### src/rtl/simpson_integrator_square_macros.svh
// Assertion macros shared by the Simpson integrator RTL.
// Assumes a clock i_clk and an active-low synchronous reset i_rst_n in scope.
`ifndef SIMPSON_INTEGRATOR_SQUARE_MACROS_SVH
`define SIMPSON_INTEGRATOR_SQUARE_MACROS_SVH

// Same-cycle implication, disabled while reset is asserted.
`define SIS_ASSERT_NOW(label, ante, cons, msg) \
    label: assert property (@(posedge i_clk) disable iff (!i_rst_n) \
        (ante) |-> (cons)) else $error(msg);

// Next-cycle implication, disabled while reset is asserted.
`define SIS_ASSERT_NXT(label, ante, cons, msg) \
    label: assert property (@(posedge i_clk) disable iff (!i_rst_n) \
        (ante) |=> (cons)) else $error(msg);

`endif

### src/rtl/sis_pkg.sv
// Package for the Simpson integrator: fixed-point formats, widths,
// controller states and the controller/datapath command and status structs.
package sis_pkg;

    localparam int IN_W              = 24;
    localparam int COUNT_W           = 21;
    localparam int OUT_W             = 48;
    localparam int DEF_MAX_INTERVALS = 1048576;
    localparam int FRACTION_BITS     = 16;

    localparam int X_FRAC    = FRACTION_BITS + 8;
    localparam int H_FRAC    = FRACTION_BITS + 24;
    localparam int H_EXTRA   = H_FRAC - FRACTION_BITS;
    localparam int X_DROP    = H_FRAC - X_FRAC;
    localparam int OUT_SHIFT = X_FRAC + H_FRAC - FRACTION_BITS;

    // step magnitude, sample point, truncated magnitude, truncated square
    localparam int H_W  = IN_W + H_EXTRA;
    localparam int X_W  = H_W + 1;
    localparam int M_W  = X_W - 1 - X_DROP;
    localparam int SQ_W = 2 * M_W - X_FRAC;

    // final scaling multiply: step magnitude consumed in digits
    localparam int DIG_W  = 16;
    localparam int DIGITS = H_W / DIG_W;
    localparam int DIV3   = 3;
    // final divide by three: quotient bits resolved per cycle
    localparam int DIV3_BITS = 16;

    typedef enum logic [3:0] {
        ST_IDLE,
        ST_CHECK,
        ST_HDIV,
        ST_HWAIT,
        ST_PT_A,
        ST_PT_INNER,
        ST_PT_B,
        ST_DRAIN,
        ST_MUL,
        ST_MWAIT,
        ST_DIV3,
        ST_DWAIT,
        ST_DONE
    } t_state;

    typedef enum logic [1:0] {
        PT_NONE,
        PT_A,
        PT_STEP,
        PT_B
    } t_pt_kind;

    typedef enum logic [1:0] {
        W_ONE,
        W_TWO,
        W_FOUR
    } t_weight;

    typedef struct packed {
        logic     load;
        logic     div_start;
        logic     d3_start;
        logic     cap_h;
        t_pt_kind pt;
        logic     mul_start;
        logic     out_load;
    } t_dp_cmd;

    typedef struct packed {
        logic zero_count;
        logic div_busy;
        logic last_inner;
        logic pipe_busy;
        logic mul_busy;
        logic d3_busy;
    } t_dp_sts;

endpackage

### src/rtl/sis_ctrl.sv
// Sequencer of the Simpson integrator: drives the datapath through capture,
// step division, sample sweep, scaling and result hand-off.
// Depends on sis_pkg and the assertion macro header.
`include "simpson_integrator_square_macros.svh"

module sis_ctrl import sis_pkg::*; (
    input  logic    i_clk,
    input  logic    i_rst_n,
    input  logic    i_in_valid,
    output logic    o_in_ready,
    output logic    o_out_valid,
    input  logic    i_out_ready,
    output t_dp_cmd o_cmd,
    input  t_dp_sts i_sts
);
    t_state r_state, n_state;
    logic   r_out_vld;

    always_ff @(posedge i_clk) begin
        if (!i_rst_n) begin
            r_state   <= ST_IDLE;
            r_out_vld <= 1'b0;
        end else begin
            r_state <= n_state;
            if (o_cmd.out_load) begin
                r_out_vld <= 1'b1;
            end else if (i_out_ready) begin
                r_out_vld <= 1'b0;
            end
        end
    end

    always_comb begin
        n_state         = r_state;
        o_cmd.load      = 1'b0;
        o_cmd.div_start = 1'b0;
        o_cmd.d3_start  = 1'b0;
        o_cmd.cap_h     = 1'b0;
        o_cmd.pt        = PT_NONE;
        o_cmd.mul_start = 1'b0;
        o_cmd.out_load  = 1'b0;
        case (r_state)
            ST_IDLE: begin
                if (i_in_valid) begin
                    o_cmd.load = 1'b1;
                    n_state    = ST_CHECK;
                end
            end
            ST_CHECK: n_state = i_sts.zero_count ? ST_DONE : ST_HDIV;
            ST_HDIV: begin
                o_cmd.div_start = 1'b1;
                n_state         = ST_HWAIT;
            end
            ST_HWAIT: begin
                if (!i_sts.div_busy) begin
                    o_cmd.cap_h = 1'b1;
                    n_state     = ST_PT_A;
                end
            end
            ST_PT_A: begin
                o_cmd.pt = PT_A;
                n_state  = ST_PT_INNER;
            end
            ST_PT_INNER: begin
                o_cmd.pt = PT_STEP;
                if (i_sts.last_inner) begin
                    n_state = ST_PT_B;
                end
            end
            ST_PT_B: begin
                o_cmd.pt = PT_B;
                n_state  = ST_DRAIN;
            end
            ST_DRAIN: begin
                if (!i_sts.pipe_busy) begin
                    n_state = ST_MUL;
                end
            end
            ST_MUL: begin
                o_cmd.mul_start = 1'b1;
                n_state         = ST_MWAIT;
            end
            ST_MWAIT: begin
                if (!i_sts.mul_busy) begin
                    n_state = ST_DIV3;
                end
            end
            ST_DIV3: begin
                o_cmd.d3_start = 1'b1;
                n_state        = ST_DWAIT;
            end
            ST_DWAIT: begin
                if (!i_sts.d3_busy) begin
                    n_state = ST_DONE;
                end
            end
            ST_DONE: begin
                // hold until the output register is free or being drained
                if (!r_out_vld || i_out_ready) begin
                    o_cmd.out_load = 1'b1;
                    n_state        = ST_IDLE;
                end
            end
            default: n_state = ST_IDLE;
        endcase
    end

    assign o_in_ready  = r_state == ST_IDLE;
    assign o_out_valid = r_out_vld;

    `SIS_ASSERT_NXT(a_accept_to_check, i_in_valid && o_in_ready, r_state == ST_CHECK, "no check")
    `SIS_ASSERT_NXT(a_load_sets_valid, o_cmd.out_load, r_out_vld, "load lost output valid")
    `SIS_ASSERT_NOW(a_div_start_idle, o_cmd.div_start, !i_sts.div_busy, "divider restarted")
    `SIS_ASSERT_NOW(a_mul_after_drain, o_cmd.mul_start, !i_sts.pipe_busy, "scaling too early")
    `SIS_ASSERT_NOW(a_d3_after_mul, o_cmd.d3_start, !i_sts.mul_busy, "divide by three too early")
endmodule

### config.mk
export PLATFORM = sky130hd
export DESIGN_NAME = sis_ctrl
export DESIGN_NICKNAME = d
export VERILOG_FILES = /design/src/rtl/sis_pkg.sv /design/src/rtl/sis_ctrl.sv
export VERILOG_INCLUDE_DIRS = /design/src /design/src/rtl
export SDC_FILE = /design/constraint.sdc
export NUM_CORES = 1
export LEC_CHECK = 0
export ABC_AREA = 1
export BUFFER_PORTS_ARGS = -buffer_cell sky130_fd_sc_hd__buf_2
export CAP_MARGIN = 25
export CORE_AREA = 10 10 47 49
export CTS_CLUSTER_SIZE = 30
export DETAILED_ROUTE_END_ITERATION = 10
export DIE_AREA = 0 0 57 59
export HOLD_SLACK_MARGIN = 0.03
export PLACE_DENSITY = 0.66
export SLEW_MARGIN = 30
export SYNTH_ARGS = -nofsm -noshare
export SYNTH_HDL_FRONTEND = slang
export SYNTH_SLANG_ARGS = --single-unit
### constraint.sdc
create_clock -name i_clk -period 1.5 [get_ports i_clk]
set_input_delay 0.225 -clock i_clk [delete_from_list [all_inputs] [get_ports i_clk]]
set_output_delay 0.225 -clock i_clk [all_outputs]
set_load 0.05 [all_outputs]
==> results.py, run 1 <==
metrics = {
    "floorplanning": {
        "initial_core_util_pct": 32.2,
        "die_area_um2": 3360,
        "core-area_um2": 1400,
        "row_count": 14,
        "die_h_um": 59,
        "die_w_um": 57,
        "num_io_pins": 20,
    },
    "synth": {
        "ys_ff_latch": 5,
        "yosys.area.top_type": "dfxtp_1",
        "synthCells": 87,
        "syn-cell-area_um2": 452,
        "synth_top_area_share_pct": 22.2,
        "synth_cell_types": 12,
        "seq_area_frac_synth_pct": 22.2,
        "ys_warn_count": 0,
        "synthTopCellsByArea": "dfxtp_1 22%, nor2_1 18%, nand2_1 17%, nand3_1 11%, inv_1 11%",
        "syn_nets": 97,
        "syn_avg_cell_area_um2": 5.19,
    },
    "timing": {
        "hold_viol": 0,
        "layout_setup_ws_ps": 60.8,
        "fin_worst_skew_ps": 0.365,
        "max_slew_margin_pct": 80.1,
        "max_freq_mhz": 695,
        "fin_crit_ps": 1440,
        "period_share_pct": 95.9,
        "rsz0062_at_grt": "yes",
        "final_max_slew_viol_count": 0,
        "worstMarginPinSlew_ps": 298,
        "setup_viol": 0,
    },
    "setup_path": {
        "crit_path_max_incr_delay_ps": 340,
        "crit_slowest_cell": "dfxtp_2",
        "endpoint_kind": "primary output",
        "crit_required_ps": 1270,
        "cp.arrival_ps": 1210,
        "path_cells": "inv_1, nand2_1, nor2_2, nand2_1, inv_1, buf_6",
        "crit_fanout": 5,
        "critPathLaunchType": "register",
        "crit_type": "register to primary output",
    },
    "global_routing": {
        "grt_overflow": 0,
        "grt_pass1_wl_mm": 2.35,
        "antenna_found_initial": 0,
        "grt_max_degree": 7,
        "grt_pass1_vias": 546,
        "gr-usage-all-layers_pct": 8.58,
    },
    "cells_and_area": {
        "ff_latch_area_um2": 105,
        "stdcell_count": 128,
        "diodes": 0,
        "multi_input_area_um2": 329,
        "fillerInstances": 164,
        "area_growth_syn_to_layout_pct": 50.1,
        "drive_above_1_share_pct": 40.2,
        "fin_nets": 123,
    },
    "clock_network": {
        "cts_root_buf": "clkbuf_4",
        "cts_tree": "done",
        "clkTransAtPathRegs_ps": 40,
        "cts_sinks": 5,
        "post_cts_buffers": 0,
        "htree_levels": 1,
        "clk_latency_ps": 240,
        "cts_made_buffers": 3,
        "cts.path.max_buffers": 2,
    },
    "route": {
        "ant_nets": 0,
        "vias_per_cell": 4.40,
        "vias": 563,
        "wl_per_cell_um": 10.2,
        "drc_errors": 0,
        "dr.pass1.iters": 4,
        "routed_wirelength_mm": 1.31,
        "initialDrtViolationCount": 5,
    },
    "status": {
        "outcome": "finished clean",
    },
    "place": {
        "finalWeightedCongestion": 0.889,
        "numPortBuffers": 19,
        "placed_cells": 124,
        "pre_cts_ws_ps": 165,
        "dp_hpwl_mm": 1.14,
    },
    "power": {
        "p_leak_nw": 0.405,
        "peakVddDrop_uv": 1150,
        "powerDensity_nw_per_um2": 2060,
    },
    "worst_hold_path": {
        "hold_path.class": "input pin to register",
    },
    "run": {
        "maxCapViolations": 0,
    },
}
-- layout by cell type, fill, tap and decap left out --
master / n
o211ai_1: 1
dfxtp_1: 1
inv_1: 12
buf_6: 3
nand3b_1: 1
nor3_2: 1
clkbuf_1: 1
buf_2: 11
nor2_2: 9
inv_2: 3
nand2_2: 2
nor3_4: 1
dfxtp_2: 4
nand3_1: 10
nor2_1: 17
clkbuf_4: 4
nor2_4: 1
a21oi_1: 3
buf_4: 6
nand2_1: 21
-- worst max-delay path, delay by kind of cell (launching register included) --
kind | cells | cell delay (ps)
buf+inv | 3 | 310
simple gates | 3 | 320
flops | 1 | 340
-- where the power goes --
group	leakage, nW	switching [W]	internal (W)
registers	0.0425	0.0000863	0.000190
logic	0.347	0.000655	0.000312
clock network	0.0150	0.0000510	0.000100
-- through the flow --
step | total power (W) | hold WS (ps) | cell area, µm² | setup TNS (ps) | util (%)
2_1_floorplan | 0.000952 | 345 | 473 | -28.1 | -
3_3_place_gp | 0.00116 | 487 | 603 | 0 | 43.0
3_5_place_dp | 0.00116 | 493 | 603 | 0 | 43.0
4_1_cts | 0.00135 | 234 | 651 | 0 | 46.4
5_1_grt | 0.00154 | 253 | 678 | -35.2 | 48.4
6_report | 0.00139 | 237 | 678 | 0 | 48.4
-- path summary, 6_finish.rpt --
| kind | startpoint | endpoint | slack [ps] | cells after the start |
|---|---|---|---|---|
| setup / recovery | r_state[3] | o_cmd[3] | 60 | 6 |
| hold / removal | i_rst_n | r_state[2] | 240 | 3 |
| setup reg to reg | r_state[3] | r_state[0] | 220 | 10 |
| hold reg to reg | r_state[0] | r_state[0] | 570 | 2 |
-- cells by family after synthesis --
group | after synthesis | synth area share, %
compound gates | 4 | 4.99
buf+inv | 15 | 12.5
simple gates | 63 | 60.4
flops | 5 | 22.2
-- cell usage after synthesis --
cell      number
nor2_2         5
a21oi_1        3
inv_1         13
inv_2          2
nor2_1        22
nand2_1       21
nor3_1         2
dfxtp_1        5
o211ai_1       1
nand2_2        2
nand3_1       10
nand3b_1       1
-- cell type report --
| cell class | count | area share [%] |
|---|---|---|
| clock buffer | 4 | 3.87 |
| inverter | 15 | 8.30 |
| multi-input combinational | 67 | 48.5 |
| sequential | 5 | 15.5 |
| tap | 16 | 2.95 |
| timing repair buffer | 21 | 20.8 |
-- registers in the layout, summed over array words and instances (netlist names) --
name         count
r_state          4
o_out_valid      1
-- timing repair --
action,in CTS,in global routing
resized for setup,9,12
hold buffers,0,0
setup endpoints to repair,6,9
pin swaps,1,0
-- layer usage --
metal  vias up  share of wire (%)  wire, µm  GRT usage [%]
met5         -                  0         0              0
met4         0                  0         0           3.02
met3         0                6.9        90           4.72
met2        10                 48       634           13.3
met1       237                 45       586           9.70
li1        316                  -         -              -
Power figures use the tool's default switching activity.
==> run 2, diff against run 1 <==
RECOVER_POWER = 50   (was unset)
==> run 2 against run 1 <==
Against the previous run:
- sequential share of layout area up 0.14 points
- register-to-register slack worse by 50 ps
- non-clock buffer count unchanged
- via count decreased by 0.36%
- global-route usage unchanged
- clock skew unchanged
- combinational power decreased by 2%
- worst hold slack did not move
- worst setup slack better by 2.8 ps
- sequential power about the same
- largest power group unchanged
- highest routed layer unchanged
==> results.py, run 2 (same netlist as run 1, synthesis figures left out) <==
metrics = {
    "route": {
        "initialDrtViolationCount": 4,
        "drc_errors": 0,
        "vias": 561,
        "routed_wirelength_mm": 1.30,
        "vias_per_cell": 4.38,
        "dr.pass1.iters": 3,
        "wl_per_cell_um": 10.1,
        "ant_nets": 0,
    },
    "floorplanning": {
        "num_io_pins": 20,
        "die_area_um2": 3360,
        "row_count": 14,
        "core-area_um2": 1400,
        "die_w_um": 57,
        "die_h_um": 59,
        "initial_core_util_pct": 32.2,
    },
    "worst_hold_path": {
        "whs_path_depth": 3,
        "hold_path.class": "input pin to register",
    },
    "timing": {
        "max_freq_mhz": 696,
        "fin_worst_skew_ps": 0.365,
        "max_slew_margin_pct": 60.5,
        "worstMarginPinSlew_ps": 595,
        "hold_viol": 0,
        "final_max_slew_viol_count": 0,
        "rsz0062_at_grt": "yes",
        "fin_crit_ps": 1440,
        "whs_ps": 237,
        "period_share_pct": 95.8,
        "setup_viol": 0,
    },
    "status": {
        "outcome": "finished clean",
    },
    "global_routing": {
        "grt_pass1_vias": 546,
        "grt_overflow": 0,
        "gr-usage-all-layers_pct": 8.58,
        "antenna_found_initial": 0,
        "grt_max_degree": 7,
        "grt_pass1_wl_mm": 2.35,
    },
    "clock_network": {
        "cts_tree": "done",
        "post_cts_buffers": 0,
        "cts_root_buf": "clkbuf_4",
        "htree_levels": 1,
        "clk_latency_ps": 240,
        "cts_hold_buf": 0,
        "clkTransAtPathRegs_ps": 40,
        "cts_made_buffers": 3,
        "cts.path.max_buffers": 2,
        "cts_sinks": 5,
    },
    "place": {
        "place_area_um2": 603,
        "placed_cells": 124,
        "numPortBuffers": 19,
        "finalWeightedCongestion": 0.889,
        "dp_hpwl_mm": 1.14,
    },
    "cells_and_area": {
        "final_cell_mix": "22 x nand2_1, 18 x nor2_1, 12 x inv_1, 10 x nand3_1, 10 x buf_2",
        "final_common_cell": "nand2_1",
        "largest_register": "r_state",
        "finalInstanceArea_um2": 672,
        "fillerInstances": 167,
        "final_util_pct": 47.9,
        "fin_nets": 123,
        "stdcell_count": 128,
        "drive_above_1_share_pct": 37.5,
        "diodes": 0,
        "area_growth_syn_to_layout_pct": 48.8,
        "largest_register_ffs": 4,
    },
    "setup_path": {
        "crit_slowest_cell": "dfxtp_2",
        "reg2regPathDepth": 10,
        "crit_path_max_incr_delay_ps": 340,
        "crit_required_ps": 1270,
        "critPathLaunchType": "register",
        "crit_fanout": 5,
        "cp.arrival_ps": 1210,
        "path_cells": "inv_1, nand2_1, nor2_2, nand2_1, inv_1, buf_6",
        "crit_type": "register to primary output",
        "endpoint_kind": "primary output",
    },
    "power": {
        "peakVddDrop_uv": 1150,
        "powerDensity_nw_per_um2": 2050,
        "p_leak_nw": 0.399,
    },
    "run": {
        "maxCapViolations": 0,
    },
}
## run 2: report_power, final
| part | switching [W] | internal (W) |
|---|---|---|
| clock network | 0.0000510 | 0.000100 |
| logic | 0.000649 | 0.000303 |
| registers | 0.0000859 | 0.000190 |
## run 2: stage by stage
stage / setup TNS (ps) / worst slack (ps) / power, W
CTS: 0 / 8.08 / 0.00135
global placement: 0 / 185 / 0.00116
finish: 0 / 63.6 / 0.00138
global route: -35.2 / -35.2 / 0.00152
floorplan: -28.1 / -28.1 / 0.000952
detailed placement: 0 / 165 / 0.00116
## run 2: final timing paths
| kind | start | end | slack (ps) |
|---|---|---|---|
| worst max-delay path | r_state[3] | o_cmd[3] | 60 |
| worst min register to register | r_state[0] | r_state[0] | 570 |
| worst min-delay path | i_rst_n | r_state[2] | 240 |
| worst max register to register | r_state[3] | r_state[0] | 170 |
## run 2: area by class of cell
type                    instances  area, µm²  area share, %
clock buffers                   4       26.3           3.91
inverters                      15       56.3           8.38
multi-input cells              67        324           48.2
flip-flops and latches          5        105           15.6
well taps                      16       20.0           2.98
repair buffers                 21        140           20.9
## run 2: what timing repair did
action | 4_1_cts | 5_1_grt
setup endpoints to repair | 6 | 9
resized for setup | 9 | 12
pin swaps | 1 | 0
## run 2: worst max-delay path: cells and delay by family, from the launching register on
kind	cells	cell delay, ps
buf+inv	3	310
flops	1	340
simple gates	3	320
## run 2: layer usage
layer / global-route usage, % / part of all wire (%)
met1: 9.70 / 44
met4: 3.02 / 0
met2: 13.3 / 49
met3: 4.72 / 6.9
met5: 0 / 0
==> run 3, diff against run 2 <==
GPL_TIMING_DRIVEN = 0   (was unset)
==> run 3 against run 2 <==
Against the previous run:
- via count grew 1.6%
- sequential share of layout area rose by 0.058 points
- core utilization down 0.18 points
- worst hold slack better by 0.90 ps
- design area down 0.37%
- maximum frequency grew 0.93%
- global-route usage is 0.48 points lower
- power down 1.5%
- clock power about the same
- worst setup slack gained 13 ps
- sequential cell count did not move
- critical path depth down 3
- critical path type unchanged
==> results.py, run 3 (same netlist as run 1, synthesis figures left out) <==
metrics = {
    "status": {
        "outcome": "finished clean",
    },
    "setup_path": {
        "r2r_setup_slack_ps": 260,
        "worstSetupStartpoint": "r_state[2]",
        "rr_endpoint": "r_state[2]",
        "crit_required_ps": 1270,
        "crit_buf_inv": 1,
        "cp.arrival_ps": 1200,
        "path_depth": 3,
        "path_delay_family": "flip-flops",
        "reg2regPathDepth": 9,
        "path_cells": "nand2_1, nor3_4, buf_6",
        "crit_type": "register to primary output",
        "crit_slowest_cell": "dfxtp_2",
        "crit_fanout": 6,
        "r2r_start": "o_out_valid",
        "critPathLaunchType": "register",
        "cp-endpoint": "o_cmd[0]",
        "endpoint_kind": "primary output",
        "crit_path_max_incr_delay_ps": 400,
    },
    "global_routing": {
        "met1_usage_pct": 8.74,
        "grt_use_met2_pct": 13.3,
        "gr-usage-met3_pct": 3.43,
        "grt_pass1_vias": 572,
        "grt_max_degree": 7,
        "grt_pass1_wl_mm": 2.29,
        "grt_overflow": 0,
        "busiest_layer": "met2",
        "antenna_found_initial": 0,
        "gr-usage-all-layers_pct": 8.11,
    },
    "cells_and_area": {
        "diodes": 0,
        "final_util_pct": 47.8,
        "largest_register_ffs": 4,
        "stdcell_count": 126,
        "final_common_cell": "nand2_1",
        "drive_above_1_share_pct": 38.2,
        "fin_nets": 121,
        "area_growth_syn_to_layout_pct": 48.2,
        "largest_register": "r_state",
        "final_cell_mix": "20 x nand2_1, 17 x nor2_1, 13 x inv_1, 12 x buf_2, 10 x nand3_1",
    },
    "clock_network": {
        "clkTransAtPathRegs_ps": 40,
        "cts_sinks": 5,
        "htree_levels": 1,
        "cts_hold_buf": 0,
        "cts_tree": "done",
        "cts.path.max_buffers": 2,
        "clk_latency_ps": 240,
        "cts_root_buf": "clkbuf_4",
        "cts_made_buffers": 3,
    },
    "timing": {
        "fin_worst_skew_ps": 1.10,
        "max_slew_margin_pct": 60.3,
        "rsz0062_at_grt": "yes",
        "max_freq_mhz": 703,
        "setup_viol": 0,
        "hold_viol": 0,
        "fin_crit_ps": 1420,
        "period_share_pct": 94.9,
        "final_max_slew_viol_count": 0,
        "worstMarginPinSlew_ps": 599,
    },
    "route": {
        "vias": 570,
        "initialDrtViolationCount": 6,
        "wl_per_cell_um": 9.95,
        "drc_errors": 0,
        "vias_per_cell": 4.52,
        "dr.pass1.iters": 4,
        "ant_nets": 0,
        "routed_wirelength_mm": 1.25,
    },
    "power": {
        "clockPowerShare_pct": 11.0,
        "pwr-share-seq_pct": 20.7,
        "p_leak_nw": 0.395,
        "p_sw_w": 0.000789,
        "powerDensity_nw_per_um2": 2030,
        "peakVddDrop_uv": 966,
        "internal_power_w": 0.000569,
        "switching_share_pct": 58.1,
        "pwr-share-comb_pct": 68.3,
        "power.total_w": 0.00136,
    },
    "floorplanning": {
        "row_count": 14,
        "die_h_um": 59,
        "die_area_um2": 3360,
        "die_w_um": 57,
        "core-area_um2": 1400,
        "num_io_pins": 20,
        "initial_core_util_pct": 32.2,
    },
    "worst_hold_path": {
        "hold_path.class": "input pin to register",
        "hold_start": "i_rst_n",
    },
    "run": {
        "maxCapViolations": 0,
    },
    "place": {
        "numPortBuffers": 19,
        "dp_hpwl_mm": 1.09,
        "finalWeightedCongestion": 0.814,
        "placed_cells": 122,
    },
}
## run 3: timing repair
| action | CTS | global route |
|---|---|---|
| gates resized for setup | 9 | 13 |
| buffers inserted | 0 | 0 |
| pin swaps | 0 | 2 |
| endpoints found under the setup margin | 7 | 9 |
## run 3: worst min-delay path: stages
cell     delay, ps
buf_2          120
nand2_1         60
nor2_1          30
## run 3: metal layers
layer	wire (µm)	vias up
li1	-	314
met1	525	244
met2	628	12
met3	100	0
met4	0	0
met5	0	-
## run 3: worst min path at each step
stage | end | slack, ps | cells past startpoint
finish | r_state[3] | 240 | 3
detailed placement | r_state[3] | 490 | 3
floorplan | r_state[3] | 350 | 2
global route | r_state[3] | 240 | 3
global placement | r_state[0] | 490 | 3
CTS | r_state[2] | 230 | 3
## run 3: final cells by class
type / instances / area (µm²)
multi-input combinational: 67 / 342
sequential: 5 / 105
timing repair buffer: 19 / 120
inverter: 15 / 56.3
tap: 16 / 20.0
fill: 161 / 732
clock buffer: 4 / 26.3
## run 3: metrics by stage
step           cell area (µm²)  hold slack (ps)  setup TNS, ps  setup WS, ps
2_1_floorplan              473              345          -28.1         -28.1
3_3_place_gp               588              489              0           119
3_5_place_dp               588              494              0           116
4_1_cts                    638              233              0          2.02
5_1_grt                    669              238          -16.5         -13.5
6_report                   669              238              0          76.8
## run 3: power by group through the flow
stage | logic (W) | clock network (W) | registers [W]
3_3_place_gp | 0.000872 | 0 | 0.000251
4_1_cts | 0.000904 | 0.000160 | 0.000264
3_5_place_dp | 0.000876 | 0 | 0.000251
6_report | 0.000928 | 0.000150 | 0.000281
2_1_floorplan | 0.000707 | 0 | 0.000245
5_1_grt | 0.00103 | 0.000171 | 0.000292
